[config.mk]
export PLATFORM = sky130hd
export DESIGN_NAME = bpu_queue
export DESIGN_NICKNAME = d
export VERILOG_FILES = /design/src/sv/bmp_pixel_unpacker_unit_assert.svh /design/src/sv/bpu_pkg.sv /design/src/sv/bpu_queue.sv
export SDC_FILE = /design/constraint.sdc
export NUM_CORES = 1
export LEC_CHECK = 0
export CAP_MARGIN = 20
export CORE_MARGIN = 2
export CORE_UTILIZATION = 40
export DETAILED_ROUTE_END_ITERATION = 10
export DONT_BUFFER_PORTS = 1
export PLACE_DENSITY = 0.56
export SYNTH_ARGS = -nofsm -noshare
export SYNTH_HDL_FRONTEND = slang
export SYNTH_SLANG_ARGS = --single-unit
[constraint.sdc]
create_clock -name aclk -period 2.93 [get_ports aclk]
set_input_delay 0.293 -clock aclk [delete_from_list [all_inputs] [get_ports aclk]]
set_output_delay 0.293 -clock aclk [all_outputs]
set_load 0.03 [all_outputs]
[src/sv/bmp_pixel_unpacker_unit_assert.svh]
// Assertion macros shared by the pixel unpacker RTL.
`ifndef BMP_PIXEL_UNPACKER_UNIT_ASSERT_SVH
`define BMP_PIXEL_UNPACKER_UNIT_ASSERT_SVH

// Check that a condition implies another in the same cycle.
`define BPU_ASSERT_SAME(label, clk, rstn, pre, post, msg) \
    label: assert property (@(posedge clk) disable iff (!rstn) (pre) |-> (post)) \
        else $error(msg);

// Check that a condition implies another in the following cycle.
`define BPU_ASSERT_NEXT(label, clk, rstn, pre, post, msg) \
    label: assert property (@(posedge clk) disable iff (!rstn) (pre) |=> (post)) \
        else $error(msg);

`endif

[src/sv/bpu_pkg.sv]
// Shared types, constants and helpers of the BMP pixel unpacker.
`timescale 1ns / 1ps

package bpu_pkg;

    localparam int COLOR_W     = 24;
    localparam int COORD_W     = 12;
    localparam int SIZE_W      = 13;
    localparam int DEPTH_W     = 3;
    localparam int CFG_INDEX_W = 2;
    localparam int PAL_DEPTH   = 256;
    localparam int PAL_ADDR_W  = $clog2(PAL_DEPTH);
    localparam int QUEUE_DEPTH = 4;
    localparam int COUNT_W     = 4;
    localparam int S_TDATA_W   = 40;
    localparam int M_TDATA_W   = 48;

    localparam logic [SIZE_W-1:0] MAX_WIDTH  = 13'd4096;
    localparam logic [SIZE_W-1:0] MAX_HEIGHT = 13'd4096;

    // Register indexes of the configuration port
    localparam logic [CFG_INDEX_W-1:0] REG_DEPTH_MODE   = 2'd0;
    localparam logic [CFG_INDEX_W-1:0] REG_IMAGE_WIDTH  = 2'd1;
    localparam logic [CFG_INDEX_W-1:0] REG_IMAGE_HEIGHT = 2'd2;

    // Depth codes that steer decoding
    localparam logic [DEPTH_W-1:0] DEPTH_8BPP  = 3'd3;
    localparam logic [DEPTH_W-1:0] DEPTH_24BPP = 3'd4;
    localparam logic [DEPTH_W-1:0] DEPTH_RESET = 3'd5;

    localparam logic [SIZE_W-1:0] SIZE_RESET = 13'd64;

    // Input word kinds
    localparam logic FUNC_PALETTE = 1'b0;
    localparam logic FUNC_PIXEL   = 1'b1;

    typedef enum logic [1:0] {
        ENT_PAL_WRITE,
        ENT_INDEXED,
        ENT_DIRECT
    } entry_kind_t;

    typedef struct packed {
        logic [DEPTH_W-1:0] depth_mode;
        logic [SIZE_W-1:0]  width;
        logic [SIZE_W-1:0]  height;
    } bpu_cfg_t;

    // One classified word handed from the front to the back
    typedef struct packed {
        entry_kind_t         kind;
        logic [1:0]          depth_log;
        logic [COLOR_W-1:0]  color;
        logic [7:0]          code;
        logic [COORD_W-1:0]  column;
        logic [COORD_W-1:0]  row;
        logic [COUNT_W-1:0]  count;
        logic                done;
    } bpu_entry_t;

    // Force a size into 1..bound
    function automatic logic [SIZE_W-1:0] clamp_size(input logic [SIZE_W-1:0] v,
                                                     input logic [SIZE_W-1:0] bound);
        logic [SIZE_W-1:0] r;
        r = v;
        if (r == '0) begin
            r = 13'd1;
        end
        if (r > bound) begin
            r = bound;
        end
        return r;
    endfunction

endpackage

[src/sv/bpu_queue.sv]
// Short queue of classified entries between the front and the back end.
`timescale 1ns / 1ps

module bpu_queue (
    input  logic                aclk,
    input  logic                aresetn,
    input  logic                push_valid,
    output logic                push_ready,
    input  bpu_pkg::bpu_entry_t push_entry,
    output logic                pop_valid,
    input  logic                pop_ready,
    output bpu_pkg::bpu_entry_t pop_entry
);
    import bpu_pkg::*;

    localparam int PTR_W = $clog2(QUEUE_DEPTH);
    localparam int CNT_W = $clog2(QUEUE_DEPTH + 1);

    bpu_entry_t       slot_mem [QUEUE_DEPTH];
    logic [PTR_W-1:0] wr_ptr_reg, wr_ptr_next;
    logic [PTR_W-1:0] rd_ptr_reg, rd_ptr_next;
    logic [CNT_W-1:0] count_reg, count_next;
    logic             do_push;
    logic             do_pop;

    assign push_ready = (count_reg != CNT_W'(QUEUE_DEPTH));
    assign pop_valid  = (count_reg != '0);
    assign pop_entry  = slot_mem[rd_ptr_reg];
    assign do_push    = push_valid && push_ready;
    assign do_pop     = pop_valid && pop_ready;

    // Advance pointers and fill level
    always_comb begin
        wr_ptr_next = do_push ? wr_ptr_reg + PTR_W'(1) : wr_ptr_reg;
        rd_ptr_next = do_pop ? rd_ptr_reg + PTR_W'(1) : rd_ptr_reg;
        count_next  = count_reg;
        if (do_push && !do_pop) begin
            count_next = count_reg + CNT_W'(1);
        end else if (do_pop && !do_push) begin
            count_next = count_reg - CNT_W'(1);
        end
    end

    always_ff @(posedge aclk) begin
        if (!aresetn) begin
            wr_ptr_reg <= '0;
            rd_ptr_reg <= '0;
            count_reg  <= '0;
        end else begin
            wr_ptr_reg <= wr_ptr_next;
            rd_ptr_reg <= rd_ptr_next;
            count_reg  <= count_next;
        end
    end

    // Store entries
    always_ff @(posedge aclk) begin
        if (do_push) begin
            slot_mem[wr_ptr_reg] <= push_entry;
        end
    end

endmodule

# Word-level counts from Yosys, hierarchy flattened
# Memory sizes are Yosys's and may differ from the RTL's. A register that Yosys moved wholly into a read port is not among the register bits.
# Cells that the tools add are included.
[word_totals]
ff_bits = 7
latch_bits = 0
mem_bits_rw = 260
mem_bits_ro = 0
inputBits = 69
word_cells = 23
memories = 1
[memory_table]
columns = ["memory", "depth", "width", "read_ports", "rd_clocked_by_memory_dff", "write_ports", "line", "source"]
rows = [
  ["slot_mem", 4, 65, 1, 1, 1, "bpu_queue.sv:19", "bpu_entry_t slot_mem [QUEUE_DEPTH];"],
]
[classes]
addsub = 4
n_mul = 0
div = 0
order_cmp = 0
n_eq_ne = 1
shift = 0
muxes = 6
bitwise = 0
n_reduce_logical = 8
[ops]
columns = ["cell", "n"]
rows = [
  ["$mux W3", 2],
  ["$add A2 B1 Y2 const B", 2],
  ["$logic_and A1 B1 Y1", 4],
  ["$mux W2", 2],
  ["$add A3 B1 Y3 const B", 1],
  ["$ne A3 B3 Y1 const B", 1],
  ["$reduce_bool A3 Y1", 1],
  ["$sub A3 B1 Y3 const B", 1],
  ["$logic_not A1 Y1", 2],
  ["$mux W1", 2],
  ["$reduce_bool A2 Y1", 1],
]

# Longest topological paths before layout
[depth]
ltp_word = 6
ltp_mapped = 8
mapped_depth_nobuf = 8

# Worst setup path before layout
# Ideal clock, no wire load.
[synth_timing]
path_type = "register -> register"
start = "register count_reg[0]"
end = "memory slot_mem[2][0] (netlist bit) (enable)"
arrival_time_ps = 2371
t_required_ps = 2500
path_slack_ps = 129
path_stages_with_launch = 4
path_buffers = 0
period_less_slack_ps = 2801
cell_sequence = "dfxtp_1 > nor2_1 > a21boi_2 > and2_1"
[synth_via]
elab_chain_cells = 4
[synth_lines]
columns = ["element", "line", "source"]
rows = [
  ["from (decl)", "bpu_queue.sv:22", "logic [CNT_W-1:0] count_reg, count_next;"],
  ["from (signal assigned)", "bpu_queue.sv:52", "count_reg <= count_next;"],
  ["$ne A3 B3 Y1", "bpu_queue.sv:26", "assign push_ready = (count_reg != CNT_W'(QUEUE_DEPTH));"],
  ["$logic_and A1 B1 Y1", "bpu_queue.sv:29", "assign do_push = push_valid && push_ready;"],
  ["net do_push", "bpu_queue.sv:23", "logic do_push;"],
  ["$mux W1", "bpu_queue.sv:58", "if (do_push) begin"],
  ["$mux W1 (not written as such)", "bpu_queue.sv:59", "slot_mem[wr_ptr_reg] <= push_entry;"],
  ["to (decl)", "bpu_queue.sv:19", ""],
]
# The timed path passes the listed nets, and every way through them passes these cells.

==> results.toml <==
[worst_setup_path]
r2r-start = "count_reg[0]$_SDFFE_PN0P_"
cpPeakStageDelay_ns = 0.70
cp_slowest_cell = "dfxtp_4"
startpoint_type = "register"
critPathKind = "reg -> out"
endpoint_kind = "output port"
reg2reg_depth = 8
worstPathArrival_ns = 2.27
cp_data_required_time_ns = 2.64
crit_chain = "buf_4 > mux4_2"
crit_family = "flip-flops"
worst-path-buf-inv = 1
path_max_fanout = 26
reg2reg_to = "count_reg[2]$_SDFFE_PN0P_"
rrSetupSlack_ns = 0.43

[timing]
tightestPinTransition_ns = 0.5493
rsz0062_at_grt = "false"
fin_crit_ns = 2.561
setup_tns_ns = 0
setup_violations = 0
period_share_pct = 87.40
relSlewSlack_pct = 63.38
hold_viol_final = 0
finalClockSkew_ns = 0.01590
fmax_mhz = 390.5
report.final.slew_viol_count = 0

[synthesis]
ys.flop_type = "edfxtp_1"
synth_cell_types = 24
syn_area_sq_um = 9903
syn_nets = 462
yosysTopAreaCellShare_pct = 78.84
synth.most_common_cell = "edfxtp_1"
syn_inst = 387
synth_area_leader_cell = "edfxtp_1"
synth_warnings = 0
yosysSeqAreaShare_pct = 80.66
synthTopCellsByCount = "edfxtp_1, mux4_2, dfxtp_1"
synth_edf_count = 260
avgSynthCellArea_sq_um = 25.59
async_reset_ff_share_pct = 0
synth.area.top_cells = "edfxtp_1, mux4_2, dfxtp_1, buf_12, ha_1"
ys_ff_latch = 269

[power_and_ir_drop]
clkPwrFrac_pct = 32.2
intPower_mw = 7.853
power_frac_comb_pct = 23.9
ir_worst_vdd_uv = 393.9
powerDensity_nw_per_um2 = 933.7
p_leak_nw = 3.774
p_switching_mw = 3.317
p_seq_share_pct = 43.9
sw_frac_of_total_pct = 29.69

[route]
drt_iter0_drc = 274
num_vias = 4192
drc = 0
routed_via_density = 5.063
dr.pass1.iters = 4
ant_nets = 0
wl_per_cell_um = 22.15
finalWirelength_mm = 18.34

[cells_and_area]
nets = 555
largest_register_ffs = 260
fill_cells = 1947
area_growth_pct = 20.80
drive_above_1_share_pct = 25.50
final_util_pct = 49.19

[floorplanning]
die_w_um = 161.3
core_sq_um = 24320
rows = 57
die-area_sq_um = 26030
die_y_um = 161.3
ios = 136
initial_core_util_pct = 40.72

[min_path]
hp-class = "in -> reg"
min_from = "pop_ready"
hold_depth = 3

[cts]
cts_root_buffer = "clkbuf_16"
clk_pin_slew_worst_paths_ns = 0.06
post_cts_resized = 0
postCtsSetupRepairBufs = 0
cts.sinks = 269
h-tree-depth = 1
clockBufferDepth = 3
cts-hold-fix-buffers = 66
cts_buffers = 28
cts_tree = "yes"
clock_latency_ns = 0.53

[grt]
antenna_found_initial = 2
grt_start_max_net_pins = 44
grt_overflow = 0
grt_pass1_wl_mm = 27.53
track_usage_pct = 13.97
grt_pass1_vias = 4643

[placement]
gp_congestion = 0.6937
portBuffers = 0
place_hpwl_mm = 10.89

[run]
cap_violations = 0

[status]
status = "finished, final reports clean"
## kinds of logic after synthesis
group	after synthesis	share of synthesized area, %
buffers and inverters	18	1.693
multiplexers	68	15.09
flip-flops	269	80.66
AND/OR/NAND/NOR	17	0.9223
XOR/XNOR	4	0.3538
AO/OA/AOI/OAI	5	0.4548
adder cells (fa/ha/maj)	6	0.8339
## worst max path at each step
stage / start / to / slack [ns] / cells after the start
after global routing: register / pop_entry[39] / 0.17 / 2
after floorplan: count_reg[0]$_SDFFE_PN0P_ / slot_mem[2][0]$_DFFE_PP_ / 0.13 / 3
after CTS: register / pop_entry[39] / 0.25 / 2
final: register / pop_entry[39] / 0.37 / 2
after global placement: count_reg[0]$_SDFFE_PN0P_ / count_reg[2]$_SDFFE_PN0P_ / 0.72 / 8
after detailed placement: count_reg[0]$_SDFFE_PN0P_ / count_reg[2]$_SDFFE_PN0P_ / 0.44 / 8
## power groups by stage
stage / combinational [mW] / sequential, mW / clock (mW)
after floorplan: 2.38 / 4.85 / 0
after global placement: 2.59 / 4.98 / 0
after detailed placement: 2.61 / 5.01 / 0
after CTS: 2.73 / 4.92 / 3.72
after global routing: 2.80 / 4.97 / 3.87
final: 2.67 / 4.90 / 3.60
## stage by stage
stage	setup WS, ns	hold WS (ns)	std cells	total power [mW]	cell area (sq um)
final	0.3693	0.09533	828	11.17	11960
after floorplan	0.1288	0.3919	387	7.226	9903
after CTS	0.2494	0.06083	826	11.37	11960
after global placement	0.7242	0.3920	708	7.572	10330
after detailed placement	0.4419	0.3920	708	7.617	10330
after global routing	0.1650	0.09281	826	11.64	11960
## metal layers
metal  vias up  wire length (um)  GRT usage (%)
li1       1841                 -              -
met5         -                 0              0
met2       116              9131          23.78
met3        28              1487          4.751
met1      2207              7391          17.25
met4         0               331          3.490
## final cells by class
type / count / area [sq um] / area share, %
Multi-Input combinational cell: 100 / 1758 / 14.70
Tap cell: 324 / 405.4 / 3.389
Sequential cell: 269 / 7995 / 66.83
Inverter: 3 / 11.26 / 0.09413
Clock buffer: 32 / 737.0 / 6.160
Clock inverter: 20 / 225.2 / 1.883
Antenna cell: 2 / 5.005 / 0.04184
Timing Repair Buffer: 78 / 825.8 / 6.903
## tightest hold or removal path: stages
cell,delay (ns)
o31ai_2,0.06
xnor2_1,0.08
and2_1,0.15
## cells in the final DEF (no fill, tap or decap), types with 4 or more instances in the layout
cell / instances
ha_1: 5
dfxtp_1: 7
clkinv_2: 7
edfxtp_1: 260
mux4_2: 65
clkinv_1: 6
clkbuf_16: 29
nand2_1: 5
buf_12: 6
buf_4: 6
and2_4: 4
bufinv_16: 5
and2_1: 4
dlygate4sd3_1: 66
No activity file was read; power rests on OpenSTA's default activity.
