`src/sv/bmp_pixel_unpacker_unit_assert.svh`:
```
// Assertion macros shared by the pixel unpacker RTL.
`ifndef BMP_PIXEL_UNPACKER_UNIT_ASSERT_SVH
`define BMP_PIXEL_UNPACKER_UNIT_ASSERT_SVH

// Check that a condition implies another in the same cycle.
`define BPU_ASSERT_SAME(label, clk, rstn, pre, post, msg) \
    label: assert property (@(posedge clk) disable iff (!rstn) (pre) |-> (post)) \
        else $error(msg);

// Check that a condition implies another in the following cycle.
`define BPU_ASSERT_NEXT(label, clk, rstn, pre, post, msg) \
    label: assert property (@(posedge clk) disable iff (!rstn) (pre) |=> (post)) \
        else $error(msg);

`endif

```
`src/sv/bpu_pkg.sv`:
```
// Shared types, constants and helpers of the BMP pixel unpacker.
`timescale 1ns / 1ps

package bpu_pkg;

    localparam int COLOR_W     = 24;
    localparam int COORD_W     = 12;
    localparam int SIZE_W      = 13;
    localparam int DEPTH_W     = 3;
    localparam int CFG_INDEX_W = 2;
    localparam int PAL_DEPTH   = 256;
    localparam int PAL_ADDR_W  = $clog2(PAL_DEPTH);
    localparam int QUEUE_DEPTH = 4;
    localparam int COUNT_W     = 4;
    localparam int S_TDATA_W   = 40;
    localparam int M_TDATA_W   = 48;

    localparam logic [SIZE_W-1:0] MAX_WIDTH  = 13'd4096;
    localparam logic [SIZE_W-1:0] MAX_HEIGHT = 13'd4096;

    // Register indexes of the configuration port
    localparam logic [CFG_INDEX_W-1:0] REG_DEPTH_MODE   = 2'd0;
    localparam logic [CFG_INDEX_W-1:0] REG_IMAGE_WIDTH  = 2'd1;
    localparam logic [CFG_INDEX_W-1:0] REG_IMAGE_HEIGHT = 2'd2;

    // Depth codes that steer decoding
    localparam logic [DEPTH_W-1:0] DEPTH_8BPP  = 3'd3;
    localparam logic [DEPTH_W-1:0] DEPTH_24BPP = 3'd4;
    localparam logic [DEPTH_W-1:0] DEPTH_RESET = 3'd5;

    localparam logic [SIZE_W-1:0] SIZE_RESET = 13'd64;

    // Input word kinds
    localparam logic FUNC_PALETTE = 1'b0;
    localparam logic FUNC_PIXEL   = 1'b1;

    typedef enum logic [1:0] {
        ENT_PAL_WRITE,
        ENT_INDEXED,
        ENT_DIRECT
    } entry_kind_t;

    typedef struct packed {
        logic [DEPTH_W-1:0] depth_mode;
        logic [SIZE_W-1:0]  width;
        logic [SIZE_W-1:0]  height;
    } bpu_cfg_t;

    // One classified word handed from the front to the back
    typedef struct packed {
        entry_kind_t         kind;
        logic [1:0]          depth_log;
        logic [COLOR_W-1:0]  color;
        logic [7:0]          code;
        logic [COORD_W-1:0]  column;
        logic [COORD_W-1:0]  row;
        logic [COUNT_W-1:0]  count;
        logic                done;
    } bpu_entry_t;

    // Force a size into 1..bound
    function automatic logic [SIZE_W-1:0] clamp_size(input logic [SIZE_W-1:0] v,
                                                     input logic [SIZE_W-1:0] bound);
        logic [SIZE_W-1:0] r;
        r = v;
        if (r == '0) begin
            r = 13'd1;
        end
        if (r > bound) begin
            r = bound;
        end
        return r;
    endfunction

endpackage

```
`src/sv/bpu_front.sv`:
```
// Front end: accepts words, tracks row position and padding, builds queue entries.
`timescale 1ns / 1ps

module bpu_front (
    input  logic                       aclk,
    input  logic                       aresetn,
    input  bpu_pkg::bpu_cfg_t          cfg,
    input  logic                       s_valid,
    output logic                       s_ready,
    input  logic                       func,
    input  logic [7:0]                 data_byte,
    input  logic [7:0]                 palette_index,
    input  logic [bpu_pkg::COLOR_W-1:0] palette_color,
    output logic                       push_valid,
    input  logic                       push_ready,
    output bpu_pkg::bpu_entry_t        push_entry
);
    import bpu_pkg::*;

    logic [COORD_W-1:0] col_reg, col_next;
    logic [COORD_W-1:0] row_reg, row_next;
    logic [1:0]         rbc_reg, rbc_next;
    logic [1:0]         bip_reg, bip_next;
    logic [COLOR_W-1:0] gather_reg, gather_next;

    logic               accept;
    logic               sub_mode;
    logic [1:0]         depth_log;
    logic [COUNT_W-1:0] per_byte;
    logic [COUNT_W-1:0] step_px;
    logic [SIZE_W-1:0]  col_ext;
    logic [SIZE_W-1:0]  col_sum;
    logic [SIZE_W-1:0]  remaining;
    logic               row_end_px;
    logic               col_ge_w;
    logic [COUNT_W-1:0] sub_count;
    logic               deep_emit;
    logic [COLOR_W-1:0] shift_in;
    logic [COLOR_W-1:0] gathered;
    logic               emits;
    logic               row_end;
    logic               last_row;
    logic               done;
    logic               is_pad;

    assign accept  = s_valid && push_ready;
    assign s_ready = push_ready;

    // Classify the word and work out its pixels
    always_comb begin
        sub_mode   = (cfg.depth_mode <= DEPTH_8BPP);
        depth_log  = cfg.depth_mode[1:0];
        per_byte   = COUNT_W'(4'd8 >> depth_log);
        step_px    = sub_mode ? per_byte : COUNT_W'(1);
        col_ext    = {1'b0, col_reg};
        col_sum    = col_ext + SIZE_W'(step_px);
        remaining  = cfg.width - col_ext;
        row_end_px = (col_sum >= cfg.width);
        col_ge_w   = (col_ext >= cfg.width);
        if (!row_end_px) begin
            sub_count = per_byte;
        end else if (col_ge_w) begin
            sub_count = COUNT_W'(1);
        end else begin
            sub_count = remaining[COUNT_W-1:0];
        end
        deep_emit  = (cfg.depth_mode == DEPTH_24BPP) ? (bip_reg >= 2'd2) : (bip_reg == 2'd3);
        shift_in   = COLOR_W'(data_byte) << {bip_reg, 3'b000};
        gathered   = (bip_reg != 2'd3) ? (gather_reg | shift_in) : gather_reg;
        emits      = sub_mode || deep_emit;
        row_end    = emits && row_end_px;
        last_row   = (({1'b0, row_reg} + SIZE_W'(1)) >= cfg.height);
        done       = row_end && last_row;
        is_pad     = (col_reg == '0) && (bip_reg == '0) && (rbc_reg != '0);
    end

    // Advance position, padding and gather state
    always_comb begin
        col_next    = col_reg;
        row_next    = row_reg;
        rbc_next    = rbc_reg;
        bip_next    = bip_reg;
        gather_next = gather_reg;
        if (accept && func == FUNC_PIXEL) begin
            rbc_next = rbc_reg + 2'd1;
            if (!is_pad) begin
                if (!sub_mode) begin
                    if (deep_emit) begin
                        gather_next = '0;
                        bip_next    = '0;
                    end else begin
                        gather_next = gathered;
                        bip_next    = bip_reg + 2'd1;
                    end
                end
                if (emits) begin
                    if (row_end) begin
                        col_next = '0;
                        row_next = last_row ? '0 : row_reg + COORD_W'(1);
                    end else begin
                        col_next = col_sum[COORD_W-1:0];
                    end
                end
            end
        end
    end

    // Build the entry for the back end
    always_comb begin
        push_valid = s_valid && ((func == FUNC_PALETTE) || (!is_pad && emits));
        push_entry.depth_log = depth_log;
        push_entry.column    = col_reg;
        push_entry.row       = row_reg;
        push_entry.done      = done;
        if (func == FUNC_PALETTE) begin
            push_entry.kind  = ENT_PAL_WRITE;
            push_entry.color = palette_color;
            push_entry.code  = palette_index;
            push_entry.count = COUNT_W'(1);
        end else if (sub_mode) begin
            push_entry.kind  = ENT_INDEXED;
            push_entry.color = gathered;
            push_entry.code  = data_byte;
            push_entry.count = sub_count;
        end else begin
            push_entry.kind  = ENT_DIRECT;
            push_entry.color = gathered;
            push_entry.code  = data_byte;
            push_entry.count = COUNT_W'(1);
        end
    end

    always_ff @(posedge aclk) begin
        if (!aresetn) begin
            col_reg    <= '0;
            row_reg    <= '0;
            rbc_reg    <= '0;
            bip_reg    <= '0;
            gather_reg <= '0;
        end else begin
            col_reg    <= col_next;
            row_reg    <= row_next;
            rbc_reg    <= rbc_next;
            bip_reg    <= bip_next;
            gather_reg <= gather_next;
        end
    end

endmodule

```
`config.mk`:
```
export PLATFORM = sky130hd
export DESIGN_NAME = bpu_front
export DESIGN_NICKNAME = d
export VERILOG_FILES = /design/src/sv/bmp_pixel_unpacker_unit_assert.svh /design/src/sv/bpu_pkg.sv /design/src/sv/bpu_front.sv
export SDC_FILE = /design/constraint.sdc
export NUM_CORES = 1
export LEC_CHECK = 0
export ABC_AREA = 1
export BUFFER_PORTS_ARGS = -buffer_cell sky130_fd_sc_hd__buf_4
export CELL_PAD_IN_SITES_DETAIL_PLACEMENT = 2
export CELL_PAD_IN_SITES_GLOBAL_PLACEMENT = 2
export CORE_ASPECT_RATIO = 0.8
export CORE_MARGIN = 5
export CORE_UTILIZATION = 30
export CTS_BUF_LIST = sky130_fd_sc_hd__clkbuf_8
export CTS_CLUSTER_DIAMETER = 40
export DETAILED_ROUTE_END_ITERATION = 6
export PLACE_DENSITY_LB_ADDON = 0.15
export SYNTH_ARGS = -nofsm -noshare
export SYNTH_HDL_FRONTEND = slang
export SYNTH_SLANG_ARGS = --single-unit
```
`constraint.sdc`:
```
create_clock -name aclk -period 7.7 [get_ports aclk]
set_clock_uncertainty 0.15 [all_clocks]
set_input_delay 0.77 -clock aclk [delete_from_list [all_inputs] [get_ports aclk]]
set_output_delay 0.77 -clock aclk [all_outputs]
set_load 0.05 [all_outputs]
```
Word level (Yosys, flattened, before mapping)
Cells that the tools add are included.
{ "word_totals": {"word_cells": 56, "output_inout_bits": 67, "regBits": 52, "in_bits": 74} }
{ "op_classes": {"n_mux": 14, "reduce_logical": 17, "n_shift": 2, "eq_ne": 3, "magnitude_cmp": 5, "add_sub_neg": 6, "n_bitwise": 4} }
{ "op_table": {"columns": ["cell", "n"], "rows": [
  ["$mux 24", 2],
  ["$mux 32", 1],
  ["$ge 13x13->1", 2],
  ["$mux 12", 2],
  ["$or 24x24->24", 1],
  ["$shl 8x5->24", 1],
  ["$mux 4", 5],
  ["$add 12x1->13 const B", 1],
  ["$add 12x4->13", 1],
  ["$ge 12x13->1", 1],
  ["$add 12x1->12 const B", 1],
  ["$logic_not 12->1", 1],
  ["$logic_and 1x1->1", 8],
  ["$mux 2", 3],
  ["$reduce_and 3->1", 2],
  ["$add 2x1->2 const B", 2],
  ["$reduce_and 4->1", 1],
  ["$shr 4x2->4 const A", 1],
  ["$sub 4x4->4", 1],
  ["$eq 3x3->1 const B", 1],
  ["$le 3x2->1 const B", 1],
  ["$not 1->1", 3],
  ["$eq 2x2->1 const B", 1],
  ["$ge 2x2->1 const B", 1],
  ["6 further kinds", 7]
]} }

Logic depth before layout (Yosys ltp)
{ "logic_depth": {"word_depth": 7, "mapped_depth": 23, "ltp_nobuf": 22} }

Worst setup path before layout
OpenSTA, ideal clock, no wires.
{ "synth_path": {"path_kind": "input -> output", "from": "input port cfg[28] (netlist bit)", "to": "output port push_entry[2] (netlist bit)", "path_slack_ns": 2.940, "path_stages": 21, "arrival_time_ns": 3.840, "t_required_ns": 6.780, "n_path_buf": 2, "cell_sequence": "buf_4 > inv_1 > nand2_1 > ha_1 > fa_1 > a21oi_1 > o21bai_2 > nand2_1 > nor4_1 > ha_1 > nand2_1 > nor2_1 > inv_1 > nor2_1 > nand2_1 > nand2_2 > buf_6 > inv_2 > nand2_1 > nand2_1 > a21oi_1"} }
{ "synth_rtl": {"columns": ["element", "line", "source"], "rows": [
  ["start: declaration", "bpu_front.sv:7", "input bpu_pkg::bpu_cfg_t cfg,"],
  ["end: declaration", "bpu_front.sv:16", "output bpu_pkg::bpu_entry_t push_entry"]
]} }

==> flow_summary.ini <==
[global_routing]
overflow = 0
grt_max_degree = 57
grt.total_usage = 0.195
grt_pass1_wl_um = 29100
grt_pass1_vias = 5848
antenna_found_initial = 0

[clock_network]
cts_root_buf = clkbuf_8
clkSlewWorstSetupHoldPaths_ns = 0.10
cts_buffer_depth = 2
cts_resized = 0
post_cts_buffers = 0
cts_hold_buf = 0
insertion_delay_ns = 0.32
tritoncts = yes
clock-sinks = 52
htree_levels = 2
numCtsBuffers = 5

[yosys]
yosys_warnings = 0
syn_avg_cell_area_um2 = 6.17
synth-seq-cells = 52
synth-simple-area-share = 0.333
synthMuxAreaShare = 0
async_flop_share = 0
yosysTopAreaCell = dfxtp_1
synth_area_leaders = dfxtp_1, nand2_1, ha_1, inv_1, nor2_1
synth.cell_area_um2 = 4700
syn-num-nets = 888
synth_cell_types = 35
synth_top_family_by_area = simple AND/OR/NAND/NOR gates
synth_common_cells = nand2_1, inv_1, nor2_1
yosysSeqAreaShare = 0.221
synth_fa_ha_area_frac = 0.142
synth_ff_type = dfxtp_1
synth_compound_area_frac = 0.157
synth_edf_count = 0
yosysTopAreaCellShare = 0.221
syn_inst = 762
synthXorXnorAreaFrac = 0.0242
yosysMostFrequentCell = nand2_1

[detailed_routing]
vias_per_cell = 4.86
firstDrtPassIters = 4
drc = 0
wl_per_cell_um = 15.9
drt_iter0_markers = 204
routed_wl_um = 17400
vias = 5309
final_antenna_net_count = 0

[placed_design]
place_area_um2 = 5840
numPortBuffers = 140
gp_congestion = 0.803
dp_hpwl_um = 14100
dp_cells = 1085

[worst_setup_path]
arrival_ns = 4.01
start_kind = input port
cp.required_ns = 6.78
critPathKind = in2out
cp_max_fo = 11
end_kind = primary output

[pwr]
finalPower_mw = 0.702
cellPowerDensity_nw_per_um2 = 118
ir_drop_uv = 63.4
p_leak_nw = 3.18

[floorplanning]
start_util = 0.302
die_w_um = 150
fp.coreArea_um2 = 15600
die-area_um2 = 18300
row_count = 41
die_h_um = 122
num_io_pins = 141

[layout]
syn_to_final_growth_pct = 26.9
fillCellCount = 1973
drive_gt1_frac = 0.192
fin_nets = 1003
multi_input_area_um2 = 3080
seqCellArea_um2 = 1040
stdcell_count = 1093
largest_register_ffs = 24
antenna-diode-count = 0
fin_area_um2 = 5970

[timing]
final.setup.tns_ns = 0
fin_crit_sh = 0.640
max_clock_freq_mhz = 203
post-route-min-period_ns = 4.93
slew_violations = 0
worst_slew_pin_slew_ns = 1.25
hold_viol = 0
rsz0062_at_grt = no
slew_headroom = 0.166
setup_violations = 0

[hold_path]
hp-class = reg2reg

[run]
cap_violations = 0

[status]
status = complete, no violations
[path summary, 6_finish.rpt]
path,startpoint,end,slack (ns),depth (start not counted)
max,cfg[27],push_entry[1],2.77,20
min,rbc_reg[1],rbc_reg[1],0.32,2
max reg2reg,col_reg[0],col_reg[7],4.11,16
min reg2reg,rbc_reg[1],rbc_reg[1],0.32,2
[cell families (layout without fill, tap and decap cells)]
family,Yosys count,count (layout)
and+or+nand+nor,365,365
DFF,52,52
AOI/OAI and AO/OA,143,143
buffers and inverters,137,253
xor gates and xnor gates,13,13
adders and majority gates,52,52
[worst max-delay path: stages]
cell      delay, ns
buf_4          0.13
inv_1          0.06
or2_2          0.29
nor2_1         0.23
fa_1           0.27
a21oi_1        0.11
o21bai_2       0.31
nand2_1        0.12
nor4_1         0.20
ha_1           0.30
nand2_1        0.09
inv_1          0.04
nand2_1        0.07
nand2_1        0.07
a21oi_1        0.16
nand2_2        0.23
o21ai_0        0.24
inv_1          0.06
nand2_1        0.07
buf_4          0.19
[metal layers]
metal / global-route usage / vias up / part of all wire
met4: 0.0171 / 0 / 0.0037
met5: 0 / - / 0
li1: - / 2659 / -
met2: 0.333 / 110 / 0.46
met1: 0.260 / 2534 / 0.48
met3: 0.0457 / 6 / 0.057
[area by class of cell]
| cell class | count | share of cell area |
|---|---|---|
| multi-input cells | 573 | 0.517 |
| clock inverters | 1 | 0.00503 |
| flip-flops and latches | 52 | 0.174 |
| inverters | 104 | 0.0654 |
| clock buffers | 7 | 0.0161 |
| repair buffers | 141 | 0.177 |
| well taps | 215 | 0.0451 |
[through the flow]
step           worst slack, ns  utilization  hold WS [ns]
6_report                  2.77        0.383         0.321
5_1_grt                   2.41        0.383         0.366
3_5_place_dp              2.77        0.375         0.310
2_1_floorplan             2.94            -         0.283
4_1_cts                   2.75        0.383         0.326
3_3_place_gp              3.01        0.375         0.292
[layout by cell type (no fill, tap or decap), types with 11 or more instances in the layout]
| master | synthesis | routed |
|---|---|---|
| nor2_1 | 94 | 94 |
| o21ai_1 | 11 | 11 |
| nand2_1 | 207 | 207 |
| xor2_1 | 12 | 12 |
| inv_1 | 100 | 100 |
| buf_4 | 8 | 141 |
| dfxtp_1 | 52 | 52 |
| o21ai_0 | 68 | 68 |
| nand4_1 | 14 | 14 |
| a21oi_1 | 52 | 52 |
| nand3_1 | 20 | 20 |
| ha_1 | 50 | 50 |
[report_power, final]
| part | switching [mW] | internal [mW] |
|---|---|---|
| clock network | 0.104 | 0.115 |
| logic | 0.132 | 0.0721 |
| registers | 0.00392 | 0.274 |
Power figures use the tool's default switching activity.
